File: src/rtl/csv_field_parser_assert.svh
// ----------------------------------------------------------------------------
// csv_field_parser_assert.svh
// Assertion macros used by the CSV field parser RTL.
// ----------------------------------------------------------------------------
`ifndef CSV_FIELD_PARSER_ASSERT_SVH
`define CSV_FIELD_PARSER_ASSERT_SVH

// Same-cycle implication, sampled on clk, off while arst_n is low.
`define CFP_ASSERT_NOW(lbl, ant, cons, msg) \
	lbl: assert property (@(posedge clk) disable iff (!arst_n) (ant) |-> (cons)) \
		else $error(msg);

// Next-cycle implication, sampled on clk, off while arst_n is low.
`define CFP_ASSERT_NEXT(lbl, ant, cons, msg) \
	lbl: assert property (@(posedge clk) disable iff (!arst_n) (ant) |=> (cons)) \
		else $error(msg);

`endif

File: src/rtl/cfp_pkg.sv
// ----------------------------------------------------------------------------
// cfp_pkg
// Types and character codes for the CSV field parser.
// ----------------------------------------------------------------------------
`timescale 1ns / 1ps

package cfp_pkg;

	localparam int CHAR_W = 16;

	localparam logic [CHAR_W-1:0] CH_COMMA = 16'h002C;
	localparam logic [CHAR_W-1:0] CH_CR    = 16'h000D;
	localparam logic [CHAR_W-1:0] CH_LF    = 16'h000A;
	localparam logic [CHAR_W-1:0] CH_QUOTE = 16'h0022;
	localparam logic [CHAR_W-1:0] CH_TAB   = 16'h0009;
	localparam logic [CHAR_W-1:0] CH_SPACE = 16'h0020;

	// Field and line tracking flags
	typedef struct packed {
		logic started;   // non-blank character of the field seen
		logic in_q;      // inside the quoted part
		logic q_pend;    // quote seen inside quotes, next unit decides
		logic was_q;     // field was opened by a quote
		logic skip_lf;   // line ended on CR, drop one LF
	} state_t;

	// One result item
	typedef struct packed {
		logic              has_char;
		logic [CHAR_W-1:0] char_out;
		logic              field_end;
		logic              line_end;
		logic              field_quoted;
		logic              is_last;
	} result_t;

endpackage

File: src/rtl/cfp_text_if.sv
// ----------------------------------------------------------------------------
// cfp_text_if
// Input channel: one UTF-16 code unit and the stream end flag per request.
// ----------------------------------------------------------------------------
`timescale 1ns / 1ps

interface cfp_text_if import cfp_pkg::*; ();
	logic              valid;
	logic              ready;
	logic [CHAR_W-1:0] char_in;
	logic              stream_end;

	modport source (output valid, output char_in, output stream_end, input ready);
	modport sink   (input valid, input char_in, input stream_end, output ready);
endinterface

File: src/rtl/cfp_token_if.sv
// ----------------------------------------------------------------------------
// cfp_token_if
// Output channel: one payload character or field end event per request.
// ----------------------------------------------------------------------------
`timescale 1ns / 1ps

interface cfp_token_if import cfp_pkg::*; ();
	logic              valid;
	logic              ready;
	logic              has_char;
	logic [CHAR_W-1:0] char_out;
	logic              field_end;
	logic              line_end;
	logic              field_quoted;
	logic              is_last;

	modport source (output valid, output has_char, output char_out, output field_end,
		output line_end, output field_quoted, output is_last, input ready);
	modport sink   (input valid, input has_char, input char_out, input field_end,
		input line_end, input field_quoted, input is_last, output ready);
endinterface

File: src/rtl/csv_field_parser.sv
// ----------------------------------------------------------------------------
// csv_field_parser
// Streaming CSV field splitter: one UTF-16 code unit in per request, payload
// characters and field/line end events out.
// ----------------------------------------------------------------------------
//
// Channel  | Dir | Payload                                              | Handshake
// ---------+-----+------------------------------------------------------+------------
// text     | in  | char_in[15:0], stream_end                            | valid/ready
// token    | out | has_char, char_out[15:0], field_end, line_end,       | valid/ready
//          |     | field_quoted, is_last                                |
// delim_*  | in  | delim_wdata[15:0], written when delim_we is high     | none
//
// A taken request sits in the input register, is decoded and loaded into the
// output register once that is free, and its first result is then on the port.
// One request per cycle holds while each yields at most one result and the token side
// is ready; a character plus an end event holds the output register until both go.
// arst_n clears all flags, s1_v and the output count and sets the delimiter to comma.
// A stalled token side holds its result; a full, stuck input register drops text ready.
// ----------------------------------------------------------------------------
`timescale 1ns / 1ps

module csv_field_parser import cfp_pkg::*; (
	input  logic              clk,
	input  logic              arst_n,
	cfp_text_if.sink          text,
	cfp_token_if.source       token,
	input  logic              delim_we,
	input  logic [CHAR_W-1:0] delim_wdata
);

	`include "csv_field_parser_assert.svh"

	// Delimiter register
	logic [CHAR_W-1:0] delim_q;

	// Input register
	logic              s1_v;
	logic [CHAR_W-1:0] char_s1;
	logic              end_s1;

	// Parser flags
	state_t st_q;
	state_t st_next;

	// Decoded results of the item in the input register
	logic [1:0] res_cnt;
	result_t    res0;
	result_t    res1;

	// Output register: head is on the port, tail waits behind it
	logic [1:0] out_cnt_q;
	result_t    out_head_q;
	result_t    out_tail_q;

	logic in_take;
	logic pop;
	logic out_free;
	logic advance;

	// Output register drains to empty this cycle, or already is
	assign pop      = token.valid && token.ready;
	assign out_free = (out_cnt_q == 2'd0) || (out_cnt_q == 2'd1 && token.ready);
	// Move the registered item through the decoder into the output register
	assign advance  = s1_v && out_free;
	assign in_take  = text.valid && text.ready;

	assign text.ready = !s1_v || advance;

	always_ff @(posedge clk or negedge arst_n) begin
		if (!arst_n) begin
			delim_q <= CH_COMMA;
		end else if (delim_we) begin
			delim_q <= delim_wdata;
		end
	end

	// Input register: load on a taken request, drop once decoded
	always_ff @(posedge clk or negedge arst_n) begin
		if (!arst_n) begin
			s1_v <= 1'b0;
		end else if (in_take) begin
			s1_v <= 1'b1;
		end else if (advance) begin
			s1_v <= 1'b0;
		end
	end

	always_ff @(posedge clk) begin
		if (in_take) begin
			char_s1 <= text.char_in;
			end_s1  <= text.stream_end;
		end
	end

	cfp_step u_step (
		.char_in    (char_s1),
		.stream_end (end_s1),
		.delimiter  (delim_q),
		.st         (st_q),
		.st_next    (st_next),
		.res_cnt    (res_cnt),
		.res0       (res0),
		.res1       (res1)
	);

	// Advance the flags once per decoded item
	always_ff @(posedge clk or negedge arst_n) begin
		if (!arst_n) begin
			st_q <= '0;
		end else if (advance) begin
			st_q <= st_next;
		end
	end

	// Output register count: load a fresh group, or shift the tail up on a pop
	always_ff @(posedge clk or negedge arst_n) begin
		if (!arst_n) begin
			out_cnt_q <= 2'd0;
		end else if (advance) begin
			out_cnt_q <= res_cnt;
		end else if (pop) begin
			out_cnt_q <= out_cnt_q - 2'd1;
		end
	end

	always_ff @(posedge clk) begin
		if (advance) begin
			out_head_q <= res0;
			out_tail_q <= res1;
		end else if (pop) begin
			out_head_q <= out_tail_q;
		end
	end

	assign token.valid        = (out_cnt_q != 2'd0);
	assign token.has_char     = out_head_q.has_char;
	assign token.char_out     = out_head_q.char_out;
	assign token.field_end    = out_head_q.field_end;
	assign token.line_end     = out_head_q.line_end;
	assign token.field_quoted = out_head_q.field_quoted;
	assign token.is_last      = out_head_q.is_last;

	// Two pending results are always a character followed by its end event
	`CFP_ASSERT_NOW(a_pair_head, out_cnt_q == 2'd2,
		out_head_q.has_char && !out_head_q.is_last && out_tail_q.field_end,
		"two-result group does not start with a payload character")
	// A single pending result closes its group
	`CFP_ASSERT_NOW(a_single_last, out_cnt_q == 2'd1, out_head_q.is_last,
		"last pending result is not marked last")
	// An item that cannot be decoded stays in the input register
	`CFP_ASSERT_NEXT(a_s1_hold, s1_v && !out_free, s1_v,
		"input register lost an item while the output register was busy")
	// After a CR line break the field flags are back at their start values
	`CFP_ASSERT_NOW(a_skip_clean, st_q.skip_lf,
		!st_q.started && !st_q.in_q && !st_q.q_pend && !st_q.was_q,
		"LF skip armed inside an open field")

endmodule

File: src/rtl/cfp_step.sv
// ----------------------------------------------------------------------------
// cfp_step
// Decode one code unit against the parser flags: next flags and up to two
// result items.
// ----------------------------------------------------------------------------
`timescale 1ns / 1ps

module cfp_step import cfp_pkg::*; (
	input  logic [CHAR_W-1:0] char_in,
	input  logic              stream_end,
	input  logic [CHAR_W-1:0] delimiter,
	input  state_t            st,
	output state_t            st_next,
	output logic [1:0]        res_cnt,
	output result_t           res0,
	output result_t           res1
);

	always_comb begin
		logic [CHAR_W-1:0] c;
		logic              done;
		logic              lb;
		logic              fin;
		logic              fin_line;
		logic              emit;
		result_t           rend;

		c        = char_in;
		done     = 1'b0;
		lb       = 1'b0;
		fin      = 1'b0;
		fin_line = 1'b0;
		emit     = 1'b0;
		rend     = '0;
		st_next  = st;
		st_next.skip_lf = 1'b0;
		res_cnt  = 2'd0;
		res0     = '0;
		res1     = '0;

		// Drop the LF of a CRLF pair
		if (st.skip_lf && c == CH_LF) begin
			done = 1'b1;
			if (stream_end) begin
				st_next.started = 1'b0;
				st_next.in_q    = 1'b0;
				st_next.q_pend  = 1'b0;
				st_next.was_q   = 1'b0;
			end
		end

		// Leading blanks and the opening quote
		if (!done && !st_next.started) begin
			if (c == CH_SPACE || c == CH_TAB) begin
				done     = 1'b1;
				fin      = stream_end;
				fin_line = 1'b1;
			end else begin
				st_next.started = 1'b1;
				if (c == CH_QUOTE) begin
					st_next.in_q  = 1'b1;
					st_next.was_q = 1'b1;
					done          = 1'b1;
					fin           = stream_end;
					fin_line      = 1'b1;
				end
			end
		end

		// Quote pairs inside quotes
		if (!done) begin
			if (c == CH_QUOTE) begin
				if (st_next.in_q) begin
					if (st_next.q_pend) begin
						st_next.q_pend = 1'b0;
					end else begin
						st_next.q_pend = 1'b1;
						done           = 1'b1;
						fin            = stream_end;
						fin_line       = 1'b1;
					end
				end
			end else if (st_next.q_pend) begin
				st_next.in_q   = 1'b0;
				st_next.q_pend = 1'b0;
			end
		end

		// Delimiter, line break or payload
		if (!done) begin
			if (!st_next.in_q) begin
				if (c == CH_CR) begin
					lb              = 1'b1;
					st_next.skip_lf = 1'b1;
					c               = CH_LF;
				end else if (c == CH_LF) begin
					lb = 1'b1;
				end
			end
			if (!st_next.in_q && c == delimiter) begin
				fin      = 1'b1;
				fin_line = stream_end;
			end else if (!st_next.in_q && lb) begin
				fin      = 1'b1;
				fin_line = 1'b1;
			end else begin
				emit     = 1'b1;
				fin      = stream_end;
				fin_line = 1'b1;
			end
		end

		if (emit) begin
			res0.has_char = 1'b1;
			res0.char_out = c;
		end

		if (fin) begin
			rend.field_end    = 1'b1;
			rend.line_end     = fin_line;
			rend.field_quoted = st_next.was_q;
			rend.is_last      = 1'b1;
			if (emit) begin
				res1    = rend;
				res_cnt = 2'd2;
			end else begin
				res0    = rend;
				res_cnt = 2'd1;
			end
			st_next.started = 1'b0;
			st_next.in_q    = 1'b0;
			st_next.q_pend  = 1'b0;
			st_next.was_q   = 1'b0;
			if (stream_end) begin
				st_next.skip_lf = 1'b0;
			end
		end else if (emit) begin
			res0.is_last = 1'b1;
			res_cnt      = 2'd1;
		end
	end

endmodule

File: src/flat_wrapper.sv
// flat-port wrapper written by rule: the top's interface ports become plain ports
module csv_field_parser_flat import cfp_pkg::*;
  (clk, arst_n, delim_we, delim_wdata, text_valid, text_char_in, text_stream_end, text_ready, token_valid, token_has_char, token_char_out, token_field_end, token_line_end, token_field_quoted, token_is_last, token_ready);
  cfp_text_if text_i ();
  cfp_token_if token_i ();
  input  logic clk;
  input  logic arst_n;
  input  logic delim_we;
  input  logic [CHAR_W-1:0] delim_wdata;
  input wire logic [$bits(text_i.valid)-1:0] text_valid;
  input wire logic [$bits(text_i.char_in)-1:0] text_char_in;
  input wire logic [$bits(text_i.stream_end)-1:0] text_stream_end;
  output wire logic [$bits(text_i.ready)-1:0] text_ready;
  output wire logic [$bits(token_i.valid)-1:0] token_valid;
  output wire logic [$bits(token_i.has_char)-1:0] token_has_char;
  output wire logic [$bits(token_i.char_out)-1:0] token_char_out;
  output wire logic [$bits(token_i.field_end)-1:0] token_field_end;
  output wire logic [$bits(token_i.line_end)-1:0] token_line_end;
  output wire logic [$bits(token_i.field_quoted)-1:0] token_field_quoted;
  output wire logic [$bits(token_i.is_last)-1:0] token_is_last;
  input wire logic [$bits(token_i.ready)-1:0] token_ready;
  assign text_i.valid = text_valid;
  assign text_i.char_in = text_char_in;
  assign text_i.stream_end = text_stream_end;
  assign text_ready = text_i.ready;
  assign token_valid = token_i.valid;
  assign token_has_char = token_i.has_char;
  assign token_char_out = token_i.char_out;
  assign token_field_end = token_i.field_end;
  assign token_line_end = token_i.line_end;
  assign token_field_quoted = token_i.field_quoted;
  assign token_is_last = token_i.is_last;
  assign token_i.ready = token_ready;
  csv_field_parser u_core (.clk(clk), .arst_n(arst_n), .text(text_i), .token(token_i), .delim_we(delim_we), .delim_wdata(delim_wdata));
endmodule
File: config.mk
export PLATFORM = sky130hd
export DESIGN_NAME = csv_field_parser_flat
export DESIGN_NICKNAME = d
export VERILOG_FILES = /design/src/rtl/cfp_pkg.sv /design/src/rtl/cfp_text_if.sv /design/src/rtl/cfp_token_if.sv /design/src/rtl/csv_field_parser.sv /design/src/rtl/cfp_step.sv /design/src/flat_wrapper.sv
export VERILOG_INCLUDE_DIRS = /design/src /design/src/rtl
export SDC_FILE = /design/constraint.sdc
export NUM_CORES = 1
export LEC_CHECK = 0
export BUFFER_PORTS_ARGS = -buffer_cell sky130_fd_sc_hd__buf_2
export CORE_ASPECT_RATIO = 0.6
export CORE_MARGIN = 5
export CORE_UTILIZATION = 40
export DETAILED_ROUTE_END_ITERATION = 8
export SYNTH_ARGS = -nofsm -noshare
export SYNTH_HDL_FRONTEND = slang
export SYNTH_SLANG_ARGS = --single-unit
File: constraint.sdc
create_clock -name clk -period 5.61 [get_ports clk]
set_input_delay 1.122 -clock clk [delete_from_list [all_inputs] [get_ports clk]]
set_output_delay 1.122 -clock clk [all_outputs]
set_load 0.01 [all_outputs]
Yosys cells after proc, flatten, opt, wreduce, memory -nomap -nowiden
Index checks and enable logic that the tools add are counted.
{ "classes": {"add_sub_neg": 1, "n_eq_ne": 7, "mux": 71, "reduce_logical": 20} }
{ "ops": {"columns": ["op", "count"], "rows": [
  ["16-bit 2-to-1 mux", 4],
  ["21-bit 2-to-1 mux", 3],
  ["1-bit 2-to-1 mux", 50],
  ["16-bit by 4-bit == test with 1-bit output (second input constant)", 3],
  ["16-bit by 6-bit == test with 1-bit output (second input constant)", 2],
  ["20-bit 2-to-1 mux", 1],
  ["17-bit 2-to-1 mux", 1],
  ["16-bit == test", 1],
  ["2-bit 2-to-1 mux", 8],
  ["4-bit 2-to-1 mux", 3],
  ["1-bit logical AND", 8],
  ["2-bit nonzero test", 3],
  ["5-bit 2-to-1 mux", 1],
  ["1-bit logical NOT", 4],
  ["1-bit logical OR", 3],
  ["2-bit by 1-bit == test with 1-bit output (second input constant)", 1],
  ["2-bit logical NOT", 1],
  ["2-bit AND reduction", 1],
  ["2-bit by 1-bit subtractor with 2-bit output (second input constant)", 1]
]} }
{ "word_totals": {"ff_bits": 83, "in_bits": 38, "wordCells": 121} }

Depth between registers and ports, before layout
Gate-level depths: netlist of run 1.
{ "depth": {"depth_word": 19, "mapped_depth": 17, "depth_no_buf": 16} }

Cells and area by module
Synthesis of run 1 repeated with hierarchy kept, for this count alone.
{ "unflattened": {"hier_cells": 297, "area_unflattened_um2": 4176.5} }
{ "modules_own_cells": {"columns": ["module", "n_inst", "cells_per_inst", "area_per_inst_um2", "seq_area_each_um2"], "rows": [
  ["csv_field_parser", 1, 150, 3025.4, 2376.0],
  ["cfp_step", 1, 147, 1151.1, 0.0]
]} }

Least setup slack after synthesis of run 1
No wires, ideal clock.
{ "synth_path": {"path_kind": "register to register", "from": "reg u_core.char_s1[8]", "to": "reg u_core.out_cnt_q[0]", "setup_time_ps": 100, "arrival_ps": 3528, "setup_slack_ps": 1982, "stages_incl_launch_ff": 16, "period_less_slack_ps": 3628, "cell_sequence": "edfxtp_1 or4_4 or3_1 buf_6 nor2_1 nand2_1 and2_1 ha_1 inv_1 or3_1 o31ai_2 a211oi_2 a31oi_4 o31ai_4 ha_1 a311oi_1"} }
{ "synth_between": {"elab_chain_cells": 18, "elab_cells_between_ends": 53, "classes_between": "6 x eq/ne; 39 x mux; 8 x reduce/logical"} }
{ "synth_lines": {"columns": ["item", "line", "source"], "rows": [
  ["from (decl)", "csv_field_parser.sv:39", "logic [CHAR_W-1:0] char_s1;"],
  ["from (signal assigned)", "csv_field_parser.sv:91", "char_s1 <= text.char_in;"],
  ["16-bit by 4-bit == test with 1-bit output", "cfp_step.sv:42, cfp_step.sv:96", null],
  ["1-bit logical AND", "cfp_step.sv:42", "if (st.skip_lf && c == CH_LF) begin"],
  ["4-bit 2-to-1 mux or 1-bit 2-to-1 mux (tied branches)", "cfp_step.sv:42", null],
  ["1-bit 2-to-1 mux or 1-bit logical NOT (tied branches)", "cfp_step.sv:60, cfp_step.sv:53", null],
  ["2-bit 2-to-1 mux or 1-bit logical AND (tied branches)", "cfp_step.sv:54, cfp_step.sv:53", null],
  ["2-bit 2-to-1 mux", "cfp_step.sv:53", "if (!done && !st_next.started) begin"],
  ["2-bit 2-to-1 mux", "cfp_step.sv:83", "end else if (st_next.q_pend) begin"],
  ["1-bit 2-to-1 mux", "cfp_step.sv:72", "if (c == CH_QUOTE) begin"],
  ["[... 2 more ...]", null, null],
  ["16-bit 2-to-1 mux or 1-bit 2-to-1 mux (tied branches)", "cfp_step.sv:90", "if (!done) begin"],
  ["16-bit == test or 1-bit logical AND (tied branches)", "cfp_step.sv:100, cfp_step.sv:103", null],
  ["1-bit logical AND or 1-bit 2-to-1 mux (tied branches)", "cfp_step.sv:100, cfp_step.sv:103", null],
  ["1-bit 2-to-1 mux", "cfp_step.sv:100", "if (!st_next.in_q && c == delimiter) begin"],
  ["1-bit 2-to-1 mux", "cfp_step.sv:90", null],
  ["1-bit 2-to-1 mux or 2-bit 2-to-1 mux (tied branches)", "cfp_step.sv:137, cfp_step.sv:123", null],
  ["2-bit 2-to-1 mux *", "cfp_step.sv:118", "if (fin) begin"],
  ["2-bit 2-to-1 mux *", "csv_field_parser.sv:120", "end else if (advance) begin"],
  ["to (signal assigned)", "csv_field_parser.sv:121", "out_cnt_q <= res_cnt;"],
  ["to (signal assigned)", "csv_field_parser.sv:123", "out_cnt_q <= out_cnt_q - 2'd1;"],
  ["to (decl)", "csv_field_parser.sv:52", "logic [1:0] out_cnt_q;"]
]} }
Every way passes the cells marked *; elsewhere a longest branch is shown, timed or not. The select of a mux whose other input is x is not followed.
A chain may end at the register's enable or synchronous reset.

Final worst setup path of run 1
Same ends and word-level chain as after synthesis.

==> metrics.md, run 1 <==
| Metric | Value |
|---|---|
| Wire length per cell | `approximately 17 um` |
| DRC viols | `0` |
| Clk root buf | `clkbuf_16` |
| Clock Path Buffers | `2` |
| Clock latency of the later-clocked register in the worst-skew pair | `0.32 ns` |
| Vias per cell | `~5` |
| Initial Util | `41.5%` |
| Xor/xnor share of the synthesized area | `approximately 4%` |
| Synthesis Warnings | `0` |
| Multiplexer share of the synthesized area | `6.22%` |
| I/O pin cnt | `61` |
| Reg2Reg Launch Point | `u_core.char_s1[8]` |
| Most frequent cells in the layout | `60 x buf_2, 41 x edfxtp_1, 22 x nand2_1, 21 x dfrtp_1, 17 x and2_1` |
| Setup crit end | `u_core.out_cnt_q[0]` |
| I/O Buffers | `60` |
| Vias in the first global route | `2047` |
| Syn_nets | `about 280` |
| Max-cap violations | `0` |
| Leading cell type in the layout, fill and taps excluded | `buf_2` |
| Worst Setup SP | `u_core.char_s1[8]` |
| CP top delay family | `simple AND/OR/NAND/NOR gates` |
| Post-Synthesis Cells | `240` |
| First-pass detailed-route iteration total | `4` |
| WS Path Type | `reg -> reg` |
| Post_cts resized | `0` |
| Prevailing post-synth register cell | `edfxtp_1` |
| Startpoint types | `flop` |
| Area of the core | `around 7400 um^2` |
| Vias | `2066` |
| Global-route wire length before repair | `between 10000 and 15000 um` |
| Die area | `around 9500 um^2` |
| Ys async rst share | `about 37%` |
| Die X | `between 100 and 150 um` |
| Hold Path Class | `reg -> reg` |
| Congestion Overflow GR | `0` |
| H-tree levels | `3` |
| Total internal power | `0.00121 W` |
| Peak VDD IR | `between 150 and 200 uV` |
| Pre-CTS setup slack | `between 1.5 and 2 ns` |
| Routed Antenna Nets | `0` |
| Relative slew slack | `about two fifths` |
| Area of the multi-input gates | `1140 um^2` |
| Slowest Stage Delay on Critical Path | `~0.55 ns` |
| Unrepaired setup endpoints after global routing | `no` |
| CP bufs+invs | `1` |
| Antenna diodes | `0` |
| Post-synthesis compound-gate area fraction | `10.5%` |
| Dominant cell type by area after synthesis | `edfxtp_1` |
| Sequential power share | `between 40% and 50%` |
| Area share of the largest cell type after synthesis | `between 40% and 50%` |
| Cts hold-fix bufs | `0` |
| Worst Tran Pin Value | `0.894 ns` |
| NetSw | `just over 0.0005 W` |
| Cell area power density | `about 460 nW/um^2` |
| Switching portion of total power | `between 20% and 30%` |
| TritonCTS Sinks | `65` |
| Share of cells above drive strength 1 | `between 30% and 40%` |
| RD Place Congestion | `0.825` |
| Detailed Place HPWL | `approximately 5200 um` |
| Leak | `between 1.5 and 2 nW` |
| Data arrival time of the critical path | `approximately 4.2 ns` |
| Minimum clock period | `4.01 ns` |
| CP required | `about 5.8 ns` |
| Row cnt | `24` |
| CTS tree | `yes` |
| Final Cycle Share | `a little under three quarters` |
| Number of post-CTS setup repair buffers | `0` |
| Largest net degree at the start of global routing | `27` |
| Status | `finished clean` |
| RR Endpoint | `u_core.out_cnt_q[0]` |
| PnR worst setup slack | `between 1.5 and 2 ns` |
| Worst-path cell chain | `or4_4 > or3_1 > nor2_1 > nand2_1 > and2_1 > ha_1 > inv_1 > or3_1 > o31ai_2 > a211oi_2 > a31oi_4 > o31ai_4 > ha_1 > a311oi_1` |
| Largest family of logic cells by synthesized area | `simple AND/OR/NAND/NOR gates` |
| Reg area | `1840 um^2` |
| Initial antenna violation count | `0` |
| Vert. Die Dim | `a little under 80 um` |
| Area delta synth->final | `22.8%` |
| Fillcell total | `646` |
| Fmax achieved | `0.249 GHz` |
| Synth cell types | `~50` |
| Logic gate share of total power | `between 20 and 25%` |
| Nets | `~350` |
| FF-to-FF setup slack | `1.60 ns` |
| Mean Syn Cell Area | `around 13 um^2` |
| Final WL | `6840 um` |
| Post-synthesis sequential area ratio | `60.1%` |
| Reg clk slew, reported paths | `0.05 ns` |
| Fin. max-slew vios | `0` |
| CP max-delay cell | `or4_4` |
| Fin Setup TNS | `0 ns` |
| Mapped Area | `just over 3000 um^2` |
| Clock power frac | `33.3%` |
| Synth Area in Simple Gates | `14.5%` |
| Crit end category | `flop` |
| Synth Register Bits | `65` |
| Iter 0 DRT Violations | `180` |
| Final Hold Viols | `0` |
| Clock skew | `between 0.002 and 0.003 ns` |
| Setup-failing EPs final | `0` |
| Post-synth EDFFs | `41` |
| Crit path depth | `14` |
| Post-synthesis adder-cell area fraction | `slightly above 2%` |
| CP Max Fanout | `10` |
| Top cells by area, synth | `edfxtp_1 40%, dfrtp_1 17%, mux2_2 5.9%` |
| Cells on worst reg2reg path | `14` |
| Total track usage | `15.6%` |
| Num CTS Buffers | `9` |
==> power by group through the flow <==
stage	combinational [W]	sequential [W]	clock, W
floorplan	0.000234	0.000769	0
global placement	0.000403	0.000752	0
detailed placement	0.000403	0.000756	0
CTS	0.000407	0.000747	0.000581
global route	0.000448	0.000761	0.000605
finish	0.000399	0.000747	0.000572
==> cell usage after synthesis (4+ instances only) <==
| master | count |
|---|---|
| xor2_1 | 13 |
| and2_1 | 17 |
| nand2_1 | 22 |
| edfxtp_1 | 41 |
| nor3_1 | 4 |
| nor2_1 | 8 |
| inv_1 | 10 |
| mux2_2 | 16 |
| nand2b_1 | 6 |
| ha_1 | 5 |
| o21ai_0 | 10 |
| dfrtp_1 | 21 |
| a21oi_1 | 7 |
| nor4_1 | 5 |
==> metal layers <==
layer | up-vias | track usage [%] | share of wire [%]
li1 | 1011 | - | -
met3 | 4 | 5.96 | 7.2
met1 | 982 | 25.4 | 56
met4 | 0 | 4.36 | 0.64
met5 | - | 0 | 0
met2 | 69 | 18.3 | 36
==> worst min path at each step <==
stage                        start             end  slack, ns  cells after the start
floorplan           u_core.st_q[0]  u_core.st_q[0]       0.43                      2
global placement    u_core.st_q[0]  u_core.st_q[0]       0.44                      2
detailed placement  u_core.st_q[1]  u_core.st_q[1]       0.47                      2
CTS                 u_core.st_q[1]  u_core.st_q[1]       0.48                      2
global route        u_core.st_q[1]  u_core.st_q[1]       0.49                      2
finish              u_core.st_q[1]  u_core.st_q[1]       0.47                      2
==> final cells by class <==
cell class,instances,share of cell area (%)
clock buffer,12,6.30
timing repair buffer,60,8.01
sequential,65,48.9
multi-input combinational,158,30.4
clock inverter,4,1.80
tap,104,3.47
inverter,11,1.10
==> kinds of logic (layout without fill, tap and decap cells) <==
family / after synthesis / count (layout)
flops: 65 / 65
xor+xnor: 14 / 14
buf+inv: 17 / 87
fa+ha+maj: 5 / 5
mux: 17 / 17
compound gates: 41 / 41
simple gates: 81 / 81
==> worst reg2reg max path: stages, from the launching register on <==
cell and delay (ns):
edfxtp_1 0.42, or4_4 0.55, or3_1 0.54, nor2_1 0.20, nand2_1 0.14, and2_1 0.19, ha_1 0.24, inv_1 0.09
or3_1 0.12, o31ai_2 0.06, a211oi_2 0.32, a31oi_4 0.15, o31ai_4 0.35, ha_1 0.31, a311oi_1 0.23
==> registers in the layout (all words and copies together), names as in the netlist, 2 cells and up <==
signal and flops:
u_core.out_cnt_q 2, u_core.out_tail_q 3, u_core.st_q 5, u_core.delim_q 16
u_core.char_s1 16, u_core.token.char_out 16
==> metrics by stage <==
stage | total power (W) | utilization [%] | hold WS, ns | cells | cell area (um^2)
after floorplan | 0.00100 | - | 0.431 | 240 | 3060
after global placement | 0.00116 | 46.9 | 0.445 | 398 | 3450
final | 0.00172 | 51.0 | 0.474 | 414 | 3750
after CTS | 0.00173 | 51.0 | 0.481 | 414 | 3750
after global routing | 0.00181 | 51.0 | 0.494 | 414 | 3750
after detailed placement | 0.00116 | 46.9 | 0.470 | 398 | 3450
No activity file was read; power rests on OpenSTA's default activity.
==> run 2, diff against run 1 <==
==> constraint.sdc (replaced) <==
create_clock -name clk -period 3.84 [get_ports clk]
set_input_delay 0.768 -clock clk [delete_from_list [all_inputs] [get_ports clk]]
set_output_delay 0.768 -clock clk [all_outputs]
set_load 0.01 [all_outputs]
==> metrics.md, run 2 (same netlist as run 1, synthesis figures left out) <==
| Metric | Value |
|---|---|
| Leak | `1.63 nW (+5.4%)` |
| Num CTS Buffers | `9 (unchanged)` |
| I/O pin cnt | `61 (unchanged)` |
| Row cnt | `24 (unchanged)` |
| Placed Instances | `412 (+3.5%)` |
| Final Hold Viols | `0 (unchanged)` |
| Fin Setup TNS | `0 ns (unchanged)` |
| FF-to-FF setup slack | `0.12 ns (-1.48 ns)` |
| H-tree levels | `3 (unchanged)` |
| Reg area | `1840 um^2 (unchanged)` |
| Area of the core | `7360 um^2 (unchanged)` |
| Die area | `9540 um^2 (unchanged)` |
| Area delta synth->final | `27.3%` |
| Iter 0 DRT Violations | `224 (+24%)` |
| Clock Path Buffers | `2 (unchanged)` |
| Share of cells above drive strength 1 | `37.2% (+5.3 points)` |
| Wire length per cell | `17.5 um (+6.1%)` |
| Status | `finished clean` |
| Clock skew | `0.00511 ns (+0.00221 ns)` |
| Relative slew slack | `38.4% (-2.0 points)` |
| WS Path Type | `reg -> reg` |
| First-pass detailed-route iteration total | `5 (+1)` |
| Clk root buf | `clkbuf_16` |
| CTS tree | `yes` |
| Vert. Die Dim | `77.7 um (unchanged)` |
| Leading cell type in the layout, fill and taps excluded | `buf_2` |
| Vias in the first global route | `2308 (+13%)` |
| Fin Hold WS | `0.442 ns (-0.0315 ns)` |
| Worst Tran Pin Value | `0.924 ns (+0.0299 ns)` |
| Clock latency of the later-clocked register in the worst-skew pair | `0.33 ns (about the same)` |
| Congestion Overflow GR | `0 (unchanged)` |
| Detailed Place HPWL | `5590 um (+7.7%)` |
| Cell area power density | `652 nW/um^2 (+42%)` |
| CP required | `3.93 ns (-1.90 ns)` |
| Initial Util | `41.5% (unchanged)` |
| Vias | `2227 (+7.8%)` |
| Most frequent cells in the layout | `60 x buf_2, 41 x edfxtp_1, 21 x nand2_1, 21 x dfrtp_1` |
| Max-cap violations | `0 (unchanged)` |
| Minimum clock period | `3.72 ns (-0.292 ns)` |
| Cts hold-fix bufs | `0 (unchanged)` |
| Final std cells w/o fill | `432 (+4.3%)` |
| DRC viols | `0 (unchanged)` |
| Area of the multi-input gates | `1150 um^2 (+1.2%)` |
| CP Max Fanout | `7 (-3)` |
| RD Place Congestion | `0.958 (+16%)` |
| Routed Antenna Nets | `0 (unchanged)` |
| Startpoint types | `flop` |
| Vias per cell | `5.16 (+3.3%)` |
| Die X | `123 um (unchanged)` |
| Final Cycle Share | `96.8% (+25 points)` |
| Fin. max-slew vios | `0 (unchanged)` |
| PnR Total Power | `0.00254 W (+48%)` |
| TritonCTS Sinks | `65 (unchanged)` |
| Peak VDD IR | `294 uV (+62%)` |
| Reg clk slew, reported paths | `0.05 ns (about the same)` |
| Largest net degree at the start of global routing | `27 (unchanged)` |
| Initial antenna violation count | `0 (unchanged)` |
| Post-layout util | `52.9% (+1.9 points)` |
| Setup-failing EPs final | `0 (unchanged)` |
| Fillcell total | `647 (+0.15%)` |
| Global-route wire length before repair | `12200 um (+10%)` |
| Crit end category | `flop` |
| Final WL | `7580 um (+11%)` |
| Nets | `366 (+5.2%)` |
| Hold Path Class | `in -> async` |
| Data arrival time of the critical path | `3.80 ns (-0.43 ns)` |
| Total track usage | `17.1% (+1.5 points)` |
| Fmax achieved | `0.269 GHz (+7.9%)` |
| I/O Buffers | `60 (unchanged)` |
| Antenna diodes | `0 (unchanged)` |
==> run 2: cell type report <==
class | instances | share of cell area [%]
clock inverter | 4 | 1.13
timing repair buffer | 78 | 11.5
multi-input combinational | 158 | 29.7
inverter | 11 | 1.06
sequential | 65 | 47.2
clock buffer | 12 | 6.08
tap | 104 | 3.35
==> run 2: worst max-delay path, stage by stage (launching register included) <==
cell      delay (ns)
edfxtp_1        0.42
or4_4           0.56
or3_4           0.41
nor2_2          0.14
nand2_2         0.10
and2_1          0.18
ha_1            0.21
inv_1           0.09
or3_1           0.12
o31ai_2         0.07
a211oi_2        0.31
a31oi_4         0.17
o21bai_4        0.28
inv_1           0.07
ha_1            0.21
and2_1          0.14
==> run 2: power breakdown <==
group	internal, W	total (W)	switching [W]
registers	0.000987	0.00108	0.0000913
logic	0.000274	0.000682	0.000408
clock network	0.000498	0.000777	0.000279
total	0.00176	0.00254	0.000779
==> run 2: what timing repair did <==
item                       CTS  global route
resized for setup            0             5
setup buffers                0             4
setup endpoints to repair    0            23
hold endpoints to repair     0             0
==> run 2: final timing paths <==
check,start,endpoint,depth (start not counted)
setup / recovery,u_core.char_s1[8],u_core.out_tail_q[2],15
hold reg to reg,u_core.st_q[0],u_core.st_q[0],2
hold / removal,arst_n,u_core.st_q[0],1
min in group clk,u_core.st_q[0],u_core.st_q[0],2
setup reg to reg,u_core.char_s1[8],u_core.out_tail_q[2],15
max in group asynchronous,arst_n,u_core.delim_q[8],1
==> run 2: through the flow <==
stage / setup slack (ns) / area, um^2
after floorplan: 0.212 / 3060
after detailed placement: 0.0986 / 3550
after global placement: 0.220 / 3550
final: 0.122 / 3890
after CTS: 0.0908 / 3830
after global routing: -0.0194 / 3890
==> run 2: per-layer routing <==
layer  share of wire [%]  track usage (%)  vias up  wire [um]
met5                   0                0        -          0
met2                  38             21.3      129       2900
met1                  50             25.4     1042       3770
li1                    -                -     1044          -
met3                  11             8.21       12        799
met4                 1.4             5.47        0        104
